<file path="config.mk">
export PLATFORM = sky130hd
export DESIGN_NAME = sector_interleave_skew_mapper_flat
export DESIGN_NICKNAME = d
export VERILOG_FILES = /design/src/design/sism_pkg.sv /design/src/design/sism_ifs.sv /design/src/design/sism_ram.sv /design/src/design/sism_builder.sv /design/src/design/sector_interleave_skew_mapper.sv /design/src/flat_wrapper.sv
export SDC_FILE = /design/constraint.sdc
export NUM_CORES = 2
export LEC_CHECK = 0
export ABC_AREA = 1
export BUFFER_PORTS_ARGS = -buffer_cell sky130_fd_sc_hd__buf_2
export CAP_MARGIN = 40
export CELL_PAD_IN_SITES_DETAIL_PLACEMENT = 1
export CELL_PAD_IN_SITES_GLOBAL_PLACEMENT = 2
export CORE_MARGIN = 2
export CORE_UTILIZATION = 40
export DETAILED_ROUTE_END_ITERATION = 10
export GPL_TIMING_DRIVEN = 0
export PLACE_DENSITY_LB_ADDON = 0.12
export SYNTH_ARGS = -nofsm -noshare
export SYNTH_HDL_FRONTEND = slang
export SYNTH_SLANG_ARGS = --single-unit
</file>
<file path="constraint.sdc">
create_clock -name clk -period 15.25 [get_ports clk]
set_input_delay 1.525 -clock clk [delete_from_list [all_inputs] [get_ports clk]]
set_output_delay 1.525 -clock clk [all_outputs]
set_load 0.01 [all_outputs]
</file>
<file path="src/design/sism_pkg.sv">
`default_nettype none

package sism_pkg;

    localparam int MAX_SPT    = 256;
    localparam int SECT_W     = 24;
    localparam int SPT_W      = 9;
    localparam int ILV_W      = 8;
    localparam int TSKEW_W    = 8;
    localparam int SLOT_W     = (MAX_SPT > 1) ? $clog2(MAX_SPT) : 1;
    localparam int CNT_W      = SLOT_W + 1;
    localparam int PSUM_W     = ((SLOT_W > ILV_W) ? SLOT_W : ILV_W) + 1;
    localparam int BIT_W      = $clog2(TSKEW_W);
    localparam int CFG_IDX_W  = 2;
    localparam int CFG_DATA_W = 9;

    localparam logic [SPT_W-1:0]   SPT_RESET   = SPT_W'(26);
    localparam logic [ILV_W-1:0]   ILV_RESET   = ILV_W'(1);
    localparam logic [TSKEW_W-1:0] TSKEW_RESET = '0;

    typedef enum logic [CFG_IDX_W-1:0] {
        REG_SPT   = 2'd0,
        REG_ILV   = 2'd1,
        REG_TSKEW = 2'd2
    } sism_reg_t;

    // Map builder status toward the item path
    typedef struct packed {
        logic              done;
        logic              inv_we;
        logic [SLOT_W-1:0] inv_addr;
        logic [SLOT_W-1:0] inv_data;
        logic [SLOT_W-1:0] skew_step;
    } sism_bld_t;

    // Zero counts as one, large values saturate
    function automatic logic [CNT_W-1:0] eff_spt(input logic [SPT_W-1:0] spt);
        if (spt == '0)
            return CNT_W'(1);
        if (spt > SPT_W'(MAX_SPT))
            return CNT_W'(MAX_SPT);
        return CNT_W'(spt);
    endfunction

endpackage

`default_nettype wire

</file>
<file path="src/design/sism_ifs.sv">
`default_nettype none

interface sism_cfg_if;
    import sism_pkg::*;
    logic                  valid;
    logic                  ready;
    logic [CFG_IDX_W-1:0]  index;
    logic [CFG_DATA_W-1:0] data;
    modport source (output valid, output index, output data, input ready);
    modport sink   (input valid, input index, input data, output ready);
endinterface

interface sism_req_if;
    import sism_pkg::*;
    logic              valid;
    logic              ready;
    logic              start_req;
    logic [SECT_W-1:0] from_sector;
    logic [SECT_W-1:0] to_sector;
    modport source (output valid, output start_req, output from_sector, output to_sector,
                    input ready);
    modport sink   (input valid, input start_req, input from_sector, input to_sector,
                    output ready);
endinterface

interface sism_rsp_if;
    import sism_pkg::*;
    logic              valid;
    logic              ready;
    logic [SECT_W-1:0] source_sector;
    logic              valid_res;
    logic              last;
    modport source (output valid, output source_sector, output valid_res, output last,
                    input ready);
    modport sink   (input valid, input source_sector, input valid_res, input last,
                    output ready);
endinterface

`default_nettype wire

</file>
<file path="src/design/sism_ram.sv">
`default_nettype none

module sism_ram #(
    parameter int WIDTH = 8,
    parameter int DEPTH = 256
) (
    input  wire logic                     clk,
    input  wire logic                     we,
    input  wire logic [$clog2(DEPTH)-1:0] waddr,
    input  wire logic [WIDTH-1:0]         wdata,
    input  wire logic                     re,
    input  wire logic [$clog2(DEPTH)-1:0] raddr,
    output      logic [WIDTH-1:0]         rdata
);

    logic [WIDTH-1:0] mem_reg [DEPTH];
    logic [WIDTH-1:0] rdata_reg;

    always_ff @(posedge clk)
    begin
        if (we)
        begin
            mem_reg[waddr] <= wdata;
        end
        if (re)
        begin
            rdata_reg <= mem_reg[raddr];
        end
    end

    assign rdata = rdata_reg;

endmodule

`default_nettype wire

</file>
<file path="src/design/sism_builder.sv">
`default_nettype none

module sism_builder (
    input  wire logic                         clk,
    input  wire logic                         rst_n,
    input  wire logic                         start,
    input  wire logic [sism_pkg::CNT_W-1:0]   s_eff,
    input  wire logic [sism_pkg::ILV_W-1:0]   step,
    input  wire logic [sism_pkg::TSKEW_W-1:0] skew,
    output      sism_pkg::sism_bld_t          bld
);
    import sism_pkg::*;

    typedef enum logic [2:0] {
        B_IDLE,
        B_MOD,
        B_CLEAR,
        B_MARK,
        B_PROBE,
        B_CHECK
    } bld_state_t;

    bld_state_t        state_reg;
    logic [BIT_W-1:0]  bit_reg;
    logic [SLOT_W-1:0] rem_reg;
    logic [CNT_W-1:0]  idx_reg;
    logic [CNT_W-1:0]  n_reg;
    logic [SLOT_W-1:0] pos_reg;
    logic              done_reg;

    logic [ILV_W-1:0]  step_eff;
    logic [CNT_W-1:0]  rem_shift;
    logic [SLOT_W-1:0] rem_next;
    logic [PSUM_W-1:0] pos_jump;
    logic [CNT_W-1:0]  pos_inc;
    logic              taken_we;
    logic [SLOT_W-1:0] taken_waddr;
    logic              taken_wdata;
    logic              taken_re;
    logic              taken_rdata;

    assign step_eff  = (step == '0) ? ILV_W'(1) : step;

    // track_skew mod S, restoring division, one dividend bit per cycle
    assign rem_shift = {rem_reg, skew[bit_reg]};
    assign rem_next  = (rem_shift >= s_eff) ? SLOT_W'(rem_shift - s_eff)
                                            : rem_shift[SLOT_W-1:0];

    assign pos_jump  = PSUM_W'(pos_reg) + PSUM_W'(step_eff);
    assign pos_inc   = CNT_W'(pos_reg) + CNT_W'(1);

    assign taken_we    = (state_reg == B_CLEAR) || (state_reg == B_MARK);
    assign taken_waddr = (state_reg == B_CLEAR) ? idx_reg[SLOT_W-1:0] : pos_reg;
    assign taken_wdata = (state_reg == B_MARK);
    assign taken_re    = (state_reg == B_PROBE);

    sism_ram #(
        .WIDTH (1),
        .DEPTH (MAX_SPT)
    ) u_taken (
        .clk   (clk),
        .we    (taken_we),
        .waddr (taken_waddr),
        .wdata (taken_wdata),
        .re    (taken_re),
        .raddr (pos_reg),
        .rdata (taken_rdata)
    );

    assign bld.done      = done_reg;
    assign bld.inv_we    = (state_reg == B_MARK);
    assign bld.inv_addr  = n_reg[SLOT_W-1:0];
    assign bld.inv_data  = pos_reg;
    assign bld.skew_step = rem_reg;

    always_ff @(posedge clk or negedge rst_n)
    begin
        if (!rst_n)
        begin
            state_reg <= B_IDLE;
            bit_reg   <= '0;
            rem_reg   <= '0;
            idx_reg   <= '0;
            n_reg     <= '0;
            pos_reg   <= '0;
            done_reg  <= 1'b0;
        end
        else
        begin
            done_reg <= 1'b0;
            case (state_reg)
                B_IDLE:
                begin
                    if (start)
                    begin
                        bit_reg   <= BIT_W'(TSKEW_W - 1);
                        rem_reg   <= '0;
                        state_reg <= B_MOD;
                    end
                end
                B_MOD:
                begin
                    rem_reg <= rem_next;
                    bit_reg <= bit_reg - BIT_W'(1);
                    if (bit_reg == '0)
                    begin
                        idx_reg   <= '0;
                        state_reg <= B_CLEAR;
                    end
                end
                B_CLEAR:
                begin
                    idx_reg <= idx_reg + CNT_W'(1);
                    if (idx_reg + CNT_W'(1) == s_eff)
                    begin
                        n_reg     <= '0;
                        pos_reg   <= '0;
                        state_reg <= B_MARK;
                    end
                end
                B_MARK:
                begin
                    if (n_reg + CNT_W'(1) == s_eff)
                    begin
                        done_reg  <= 1'b1;
                        state_reg <= B_IDLE;
                    end
                    else
                    begin
                        n_reg     <= n_reg + CNT_W'(1);
                        pos_reg   <= (pos_jump >= PSUM_W'(s_eff)) ? '0
                                                                  : pos_jump[SLOT_W-1:0];
                        state_reg <= B_PROBE;
                    end
                end
                B_PROBE:
                begin
                    state_reg <= B_CHECK;
                end
                B_CHECK:
                begin
                    if (taken_rdata)
                    begin
                        pos_reg   <= (pos_inc >= s_eff) ? '0 : pos_inc[SLOT_W-1:0];
                        state_reg <= B_PROBE;
                    end
                    else
                    begin
                        state_reg <= B_MARK;
                    end
                end
                default:
                begin
                    state_reg <= B_IDLE;
                end
            endcase
        end
    end

endmodule

`default_nettype wire

</file>
<file path="src/design/sector_interleave_skew_mapper.sv">
// Channel | Dir | Payload                                  | Handshake
// cfg     | in  | index (2), data (9)                      | valid/ready, ready always high
// req     | in  | start_req, from_sector (24), to_sector   | valid/ready
// rsp     | out | source_sector (24), valid_res, last      | valid/ready, output register
//
// Items: each is accepted with the map read issued, then looked up and updated once
//   the result register is free or drains; req is not taken during the lookup.
// Map build, on the first start after reset or a register write: track_skew mod S
//   one bit at a time, a pass clearing the slot flags, then one mark per slot with
//   probes of the free-slot search between, then the first map read.
// Reset: asynchronous, registers back to 26/1/0, map invalid, no clearing pass.
// Stalls: req is taken while a result waits; the lookup then holds until rsp drains.

`default_nettype none

module sector_interleave_skew_mapper (
    input  wire logic  clk,
    input  wire logic  rst_n,
    sism_cfg_if.sink   cfg,
    sism_req_if.sink   req,
    sism_rsp_if.source rsp
);
    import sism_pkg::*;

    typedef enum logic [1:0] {
        T_IDLE,
        T_BUILD,
        T_LOOKUP
    } top_state_t;

    top_state_t         state_reg;

    // configuration registers
    logic [SPT_W-1:0]   spt_reg;
    logic [ILV_W-1:0]   ilv_reg;
    logic [TSKEW_W-1:0] tskew_reg;

    // transfer state
    logic               map_valid_reg;
    logic               active_reg;
    logic [SECT_W-1:0]  track_base_reg;
    logic [SECT_W-1:0]  end_sector_reg;
    logic [CNT_W-1:0]   slot_index_reg;
    logic [SLOT_W-1:0]  skew_off_reg;

    // result register
    logic               rsp_vld_reg;
    logic [SECT_W-1:0]  source_sector_reg;
    logic               valid_res_reg;
    logic               last_reg;

    logic               cfg_acc;
    logic               req_acc;
    logic               need_build;
    logic               bld_start;
    sism_bld_t          bld;

    logic [CNT_W-1:0]   s_eff;
    logic [CNT_W-1:0]   slot_wrap;
    logic               inv_re;
    logic [SLOT_W-1:0]  inv_raddr;
    logic [SLOT_W-1:0]  inv_rdata;

    logic [CNT_W-1:0]   pos_sum;
    logic [CNT_W-1:0]   pos;
    logic [SECT_W:0]    here_next;
    logic               fin;
    logic [SECT_W-1:0]  src_sector;
    logic [CNT_W-1:0]   slot_inc;
    logic               track_end;
    logic [SECT_W-1:0]  base_next;
    logic [CNT_W-1:0]   skew_sum;
    logic [SLOT_W-1:0]  skew_next;
    logic               lk_load;

    assign s_eff      = eff_spt(spt_reg);

    assign cfg.ready  = 1'b1;
    assign cfg_acc    = cfg.valid && cfg.ready;
    assign req.ready  = (state_reg == T_IDLE);
    assign req_acc    = req.valid && req.ready;
    assign need_build = req.start_req && !map_valid_reg;
    assign bld_start  = req_acc && need_build;

    sism_builder u_builder (
        .clk   (clk),
        .rst_n (rst_n),
        .start (bld_start),
        .s_eff (s_eff),
        .step  (ilv_reg),
        .skew  (tskew_reg),
        .bld   (bld)
    );

    // A slot index left at or past S (S shrank) restarts the track at slot 0.
    assign slot_wrap = (slot_index_reg >= s_eff) ? '0 : slot_index_reg;

    // Map read goes out on accept, or right after the build for a fresh start
    // (slot 0 in both start cases).
    assign inv_re    = (req_acc && !need_build) || ((state_reg == T_BUILD) && bld.done);
    assign inv_raddr = ((state_reg == T_IDLE) && !req.start_req) ? slot_wrap[SLOT_W-1:0]
                                                                  : '0;

    sism_ram #(
        .WIDTH (SLOT_W),
        .DEPTH (MAX_SPT)
    ) u_inv_map (
        .clk   (clk),
        .we    (bld.inv_we),
        .waddr (bld.inv_addr),
        .wdata (bld.inv_data),
        .re    (inv_re),
        .raddr (inv_raddr),
        .rdata (inv_rdata)
    );

    // in-track position with skew, one conditional subtract since both are below S
    assign pos_sum    = CNT_W'(inv_rdata) + CNT_W'(skew_off_reg);
    assign pos        = (pos_sum >= s_eff) ? (pos_sum - s_eff) : pos_sum;
    assign src_sector = track_base_reg + SECT_W'(pos);

    // transfer ends once the linear position reaches to_sector, mid-track or not
    assign here_next  = (SECT_W+1)'(track_base_reg) + (SECT_W+1)'(slot_wrap)
                        + (SECT_W+1)'(1);
    assign fin        = (here_next >= (SECT_W+1)'(end_sector_reg));

    assign slot_inc   = slot_wrap + CNT_W'(1);
    assign track_end  = (slot_inc >= s_eff);
    assign base_next  = track_base_reg + SECT_W'(s_eff);
    assign skew_sum   = CNT_W'(skew_off_reg) + CNT_W'(bld.skew_step);
    assign skew_next  = (skew_sum >= s_eff) ? SLOT_W'(skew_sum - s_eff)
                                            : skew_sum[SLOT_W-1:0];

    assign lk_load    = (state_reg == T_LOOKUP) && (!rsp_vld_reg || rsp.ready);

    assign rsp.valid         = rsp_vld_reg;
    assign rsp.source_sector = source_sector_reg;
    assign rsp.valid_res     = valid_res_reg;
    assign rsp.last          = last_reg;

    always_ff @(posedge clk or negedge rst_n)
    begin
        if (!rst_n)
        begin
            state_reg         <= T_IDLE;
            spt_reg           <= SPT_RESET;
            ilv_reg           <= ILV_RESET;
            tskew_reg         <= TSKEW_RESET;
            map_valid_reg     <= 1'b0;
            active_reg        <= 1'b0;
            track_base_reg    <= '0;
            end_sector_reg    <= '0;
            slot_index_reg    <= '0;
            skew_off_reg      <= '0;
            rsp_vld_reg       <= 1'b0;
            source_sector_reg <= '0;
            valid_res_reg     <= 1'b0;
            last_reg          <= 1'b0;
        end
        else
        begin
            if (rsp.valid && rsp.ready)
            begin
                rsp_vld_reg <= 1'b0;
            end

            case (state_reg)
                T_IDLE:
                begin
                    if (req_acc)
                    begin
                        if (req.start_req)
                        begin
                            track_base_reg <= req.from_sector;
                            end_sector_reg <= req.to_sector;
                            slot_index_reg <= '0;
                            skew_off_reg   <= '0;
                            active_reg     <= (req.from_sector < req.to_sector);
                        end
                        state_reg <= need_build ? T_BUILD : T_LOOKUP;
                    end
                end
                T_BUILD:
                begin
                    if (bld.done)
                    begin
                        map_valid_reg <= 1'b1;
                        state_reg     <= T_LOOKUP;
                    end
                end
                T_LOOKUP:
                begin
                    if (lk_load)
                    begin
                        rsp_vld_reg <= 1'b1;
                        state_reg   <= T_IDLE;
                        if (active_reg)
                        begin
                            source_sector_reg <= src_sector;
                            valid_res_reg     <= 1'b1;
                            last_reg          <= fin;
                            slot_index_reg    <= slot_wrap;
                            if (fin)
                            begin
                                active_reg <= 1'b0;
                            end
                            else if (track_end)
                            begin
                                track_base_reg <= base_next;
                                slot_index_reg <= '0;
                                skew_off_reg   <= skew_next;
                                if (base_next >= end_sector_reg)
                                begin
                                    active_reg <= 1'b0;
                                end
                            end
                            else
                            begin
                                slot_index_reg <= slot_inc;
                            end
                        end
                        else
                        begin
                            source_sector_reg <= '0;
                            valid_res_reg     <= 1'b0;
                            last_reg          <= 1'b0;
                        end
                    end
                end
                default:
                begin
                    state_reg <= T_IDLE;
                end
            endcase

            // a register write drops the map and any running transfer
            if (cfg_acc)
            begin
                case (cfg.index)
                    REG_SPT:
                    begin
                        spt_reg       <= cfg.data[SPT_W-1:0];
                        map_valid_reg <= 1'b0;
                        active_reg    <= 1'b0;
                    end
                    REG_ILV:
                    begin
                        ilv_reg       <= cfg.data[ILV_W-1:0];
                        map_valid_reg <= 1'b0;
                        active_reg    <= 1'b0;
                    end
                    REG_TSKEW:
                    begin
                        tskew_reg     <= cfg.data[TSKEW_W-1:0];
                        map_valid_reg <= 1'b0;
                        active_reg    <= 1'b0;
                    end
                    default:
                    begin
                    end
                endcase
            end
        end
    end

endmodule

`default_nettype wire

</file>
<file path="src/flat_wrapper.sv">
// flat-port wrapper written by rule: the top's interface ports become plain ports
module sector_interleave_skew_mapper_flat import sism_pkg::*;
  (clk, rst_n, cfg_valid, cfg_index, cfg_data, cfg_ready, req_valid, req_start_req, req_from_sector, req_to_sector, req_ready, rsp_valid, rsp_source_sector, rsp_valid_res, rsp_last, rsp_ready);
  sism_cfg_if cfg_i ();
  sism_req_if req_i ();
  sism_rsp_if rsp_i ();
  input  wire logic clk;
  input  wire logic rst_n;
  input wire logic [$bits(cfg_i.valid)-1:0] cfg_valid;
  input wire logic [$bits(cfg_i.index)-1:0] cfg_index;
  input wire logic [$bits(cfg_i.data)-1:0] cfg_data;
  output wire logic [$bits(cfg_i.ready)-1:0] cfg_ready;
  input wire logic [$bits(req_i.valid)-1:0] req_valid;
  input wire logic [$bits(req_i.start_req)-1:0] req_start_req;
  input wire logic [$bits(req_i.from_sector)-1:0] req_from_sector;
  input wire logic [$bits(req_i.to_sector)-1:0] req_to_sector;
  output wire logic [$bits(req_i.ready)-1:0] req_ready;
  output wire logic [$bits(rsp_i.valid)-1:0] rsp_valid;
  output wire logic [$bits(rsp_i.source_sector)-1:0] rsp_source_sector;
  output wire logic [$bits(rsp_i.valid_res)-1:0] rsp_valid_res;
  output wire logic [$bits(rsp_i.last)-1:0] rsp_last;
  input wire logic [$bits(rsp_i.ready)-1:0] rsp_ready;
  assign cfg_i.valid = cfg_valid;
  assign cfg_i.index = cfg_index;
  assign cfg_i.data = cfg_data;
  assign cfg_ready = cfg_i.ready;
  assign req_i.valid = req_valid;
  assign req_i.start_req = req_start_req;
  assign req_i.from_sector = req_from_sector;
  assign req_i.to_sector = req_to_sector;
  assign req_ready = req_i.ready;
  assign rsp_valid = rsp_i.valid;
  assign rsp_source_sector = rsp_i.source_sector;
  assign rsp_valid_res = rsp_i.valid_res;
  assign rsp_last = rsp_i.last;
  assign rsp_i.ready = rsp_ready;
  sector_interleave_skew_mapper u_core (.clk(clk), .rst_n(rst_n), .cfg(cfg_i), .req(req_i), .rsp(rsp_i));
endmodule
</file>
==> impl_metrics.tcl <==
set metrics [dict create \
    status "finished, final reports clean" \
    cts_max_path_buffers 4 \
    grt.total_usage_pct 37.3 \
    fp.dieH_um 539 \
    die_x_um 539 \
    synth_commonest_cells "nand2_1, edfxtp_1, inv_1" \
    dieArea_um2 291000 \
    nNetsFinal 12500 \
    ant_nets 0 \
    clk_pin_slew_ns 0.06 \
    drt-initial-drc-count 13700 \
    syn_area_um2 115000 \
    holdCritPathClass "reg2reg" \
    min_period_ns 9.39 \
    synth_top_area_share_pct 60.6 \
    dr.pass1.iters 8 \
    synth-xor-area-share_pct 0.795 \
    core_area_um2 285000 \
    syn-num-nets 11700 \
    grt_antenna_before_repair 61 \
    synth_compound_area_share_pct 5.01 \
    fin_worst_skew_ns 0.0668 \
    post-cts-setup-buffers 0 \
    cp_slowest_cell "nor2_1" \
    synthCells 11400 \
    pre_cts_slack_ns 6.10 \
    dr_total_vias 94100 \
    holdWs_ns 0.470 \
    cts_inserted_buffers 290 \
    largest_register_ffs 2048 \
    cts.repair.resized 0 \
    crit_required_ns 16.07 \
    root_buffer "clkbuf_16" \
    gp_congestion 1.04 \
    p_leak_nw 55.5 \
    synthAdderAreaFrac_pct 2.28 \
    synth.area.mux_share_pct 0.0349 \
    power.density_nw_per_um2 149 \
    tightest_slew_ns 1.14 \
    htreeDepth 5 \
    grt_pass1_wl_um 748000 \
    finalSetupViolations 0 \
    cp-start-kind "flop" \
    clock_sinks 2475 \
    yosys-top-cells-area "edfxtp_1, nand2_1, nand3_1" \
    wl_per_cell_um 34.2 \
    routed_wl_um 554000 \
    finalPower_mw 20.0 \
    synth.most_common_cell "nand2_1" \
    hpwl_um 411000 \
    synth_top_cell_by_area "edfxtp_1" \
    ys_seq_elements 2475 \
    ys_types 66 \
    area_delta_synth_final_pct 16.8 \
    synth_ff_type "edfxtp_1" \
    tritoncts "yes" \
    setup_ws_ns 5.86 \
    path_common_cell "nand2_1" \
    remaining_drc_errors 0 \
    arrival_ns 10.21 \
    synthSimpleGateAreaFrac_pct 19.8 \
    ys_async_sr_fraction_pct 6.55 \
    io_pins 94 \
    synth_top_family_by_area "simple AND/OR/NAND/NOR gates" \
    maxCapViolCount 0 \
    maxSlewViolCount 0 \
    io_buffers 92 \
    cpPeakStageDelay_ns 0.69 \
    path_max_fanout 10 \
    clock_latency_ns 0.96 \
    critPathCaptureType "flop" \
    synth_edf_count 2313 \
    seq_area_frac_synth_pct 64.1 \
    min_period_over_period_pct 61.6 \
    vias_per_cell 5.81 \
    slew_headroom_pct 24.0 \
    fmax_mhz 106 \
    grt.overflow.total 0 \
    final.setup.tns_ns 0 \
    initial_core_util_pct 40.2 \
    cts_hold_buf 0 \
    rows 196 \
    ys_warn_count 0 \
    drive_gt1_share_pct 11.7 \
    syn_avg_cell_area_um2 10.0 \
    vdd_drop_max_v 0.000103 \
    rsz0062_at_grt "false" \
    grt_max_degree 102 \
    finalHoldViolations 0 \
    criticalPathCategory "reg2reg" \
    grt_pass1_vias 92300 \
]
==> report_power, final <==
| part | switching, mW | leakage, nW | internal, mW | total [mW] |
|---|---|---|---|---|
| clock network | 3.05 | 4.44 | 3.89 | 6.94 |
| registers | 0.213 | 24.5 | 8.28 | 8.50 |
| logic | 3.31 | 26.6 | 1.23 | 4.54 |
| total | 6.58 | 55.5 | 13.4 | 20.0 |
==> layout make-up <==
type | instances | area (um^2)
tap | 3762 | 4710
clock inverter | 151 | 1460
fill | 31600 | 151000
sequential | 2475 | 73500
timing repair buffer | 484 | 5280
multi-input combinational | 6658 | 32100
antenna | 22 | 55.1
clock buffer | 359 | 7620
inverter | 1661 | 6240
buffer | 613 | 2890
==> layout by cell type (no fill, tap or decap), drive strengths merged, types with 5 or more instances in the layout <==
cell | netlist | layout
a21boi | 6 | 6
a21oi | 209 | 209
a31oi | 5 | 5
a32o | 5 | 5
buf | 434 | 917
bufinv | 0 | 19
clkbuf | 179 | 539
clkinv | 3 | 114
dfrtp | 158 | 158
diode | 0 | 22
edfxtp | 2313 | 2313
fa | 9 | 9
ha | 194 | 194
inv | 1658 | 1675
nand2 | 2644 | 2644
nand3 | 1562 | 1562
nand4 | 57 | 57
nor2 | 954 | 954
nor3 | 40 | 40
nor4 | 8 | 8
o211ai | 138 | 138
o21a | 6 | 6
o21ai | 496 | 496
o21bai | 10 | 10
o22ai | 99 | 99
o31ai | 5 | 5
or2 | 67 | 67
xnor2 | 17 | 17
xor2 | 87 | 87
==> metrics by stage <==
step	instances	util (%)	instance area, um^2
final	16200	47.0	134000
after global routing	16200	47.0	134000
after CTS	16200	46.9	134000
after detailed placement	15600	43.8	125000
after global placement	15300	42.0	120000
after floorplan	11400	-	115000
==> path summary, 6_finish.rpt <==
| check | startpoint | endpoint | slack [ns] | cells past startpoint |
|---|---|---|---|---|
| setup / recovery | u_core.spt_reg[8] | u_core.track_base_reg[23] | 5.86 | 35 |
| hold / removal | u_core.rsp.valid_res | u_core.rsp.valid_res | 0.47 | 2 |
| setup reg to reg | u_core.spt_reg[8] | u_core.track_base_reg[23] | 5.86 | 35 |
| hold reg to reg | u_core.rsp.valid_res | u_core.rsp.valid_res | 0.47 | 2 |
| max in group asynchronous | rst_n | u_core.u_builder.pos_reg[1] | 13.64 | 2 |
| min in group asynchronous | rst_n | u_core.track_base_reg[16] | 0.56 | 1 |
==> layer usage <==
layer / GRT usage (%) / routed length, um
met1: 50.5 / 224000
met2: 54.2 / 232000
met3: 11.1 / 64700
met4: 18.8 / 32800
met5: 0 / 176
==> worst max-delay path: cells and delay by family, from the launching register on <==
family          cells  cell delay [ns]
flops               1             0.53
compound gates      6             1.35
xor+xnor            1             0.26
fa+ha+maj           4             1.60
simple gates       17             3.06
buf+inv             7             2.40
==> cell families (layout without fill, tap and decap cells) <==
family	Yosys count	in the layout
buffers and inverters	2274	3268
XOR/XNOR	104	104
other	1	23
AO/OA/AOI/OAI	1007	1007
flip-flops	2475	2475
multiplexers	4	4
AND/OR/NAND/NOR	5339	5339
adder cells (fa/ha/maj)	203	203
No activity file was read; power rests on OpenSTA's default activity.
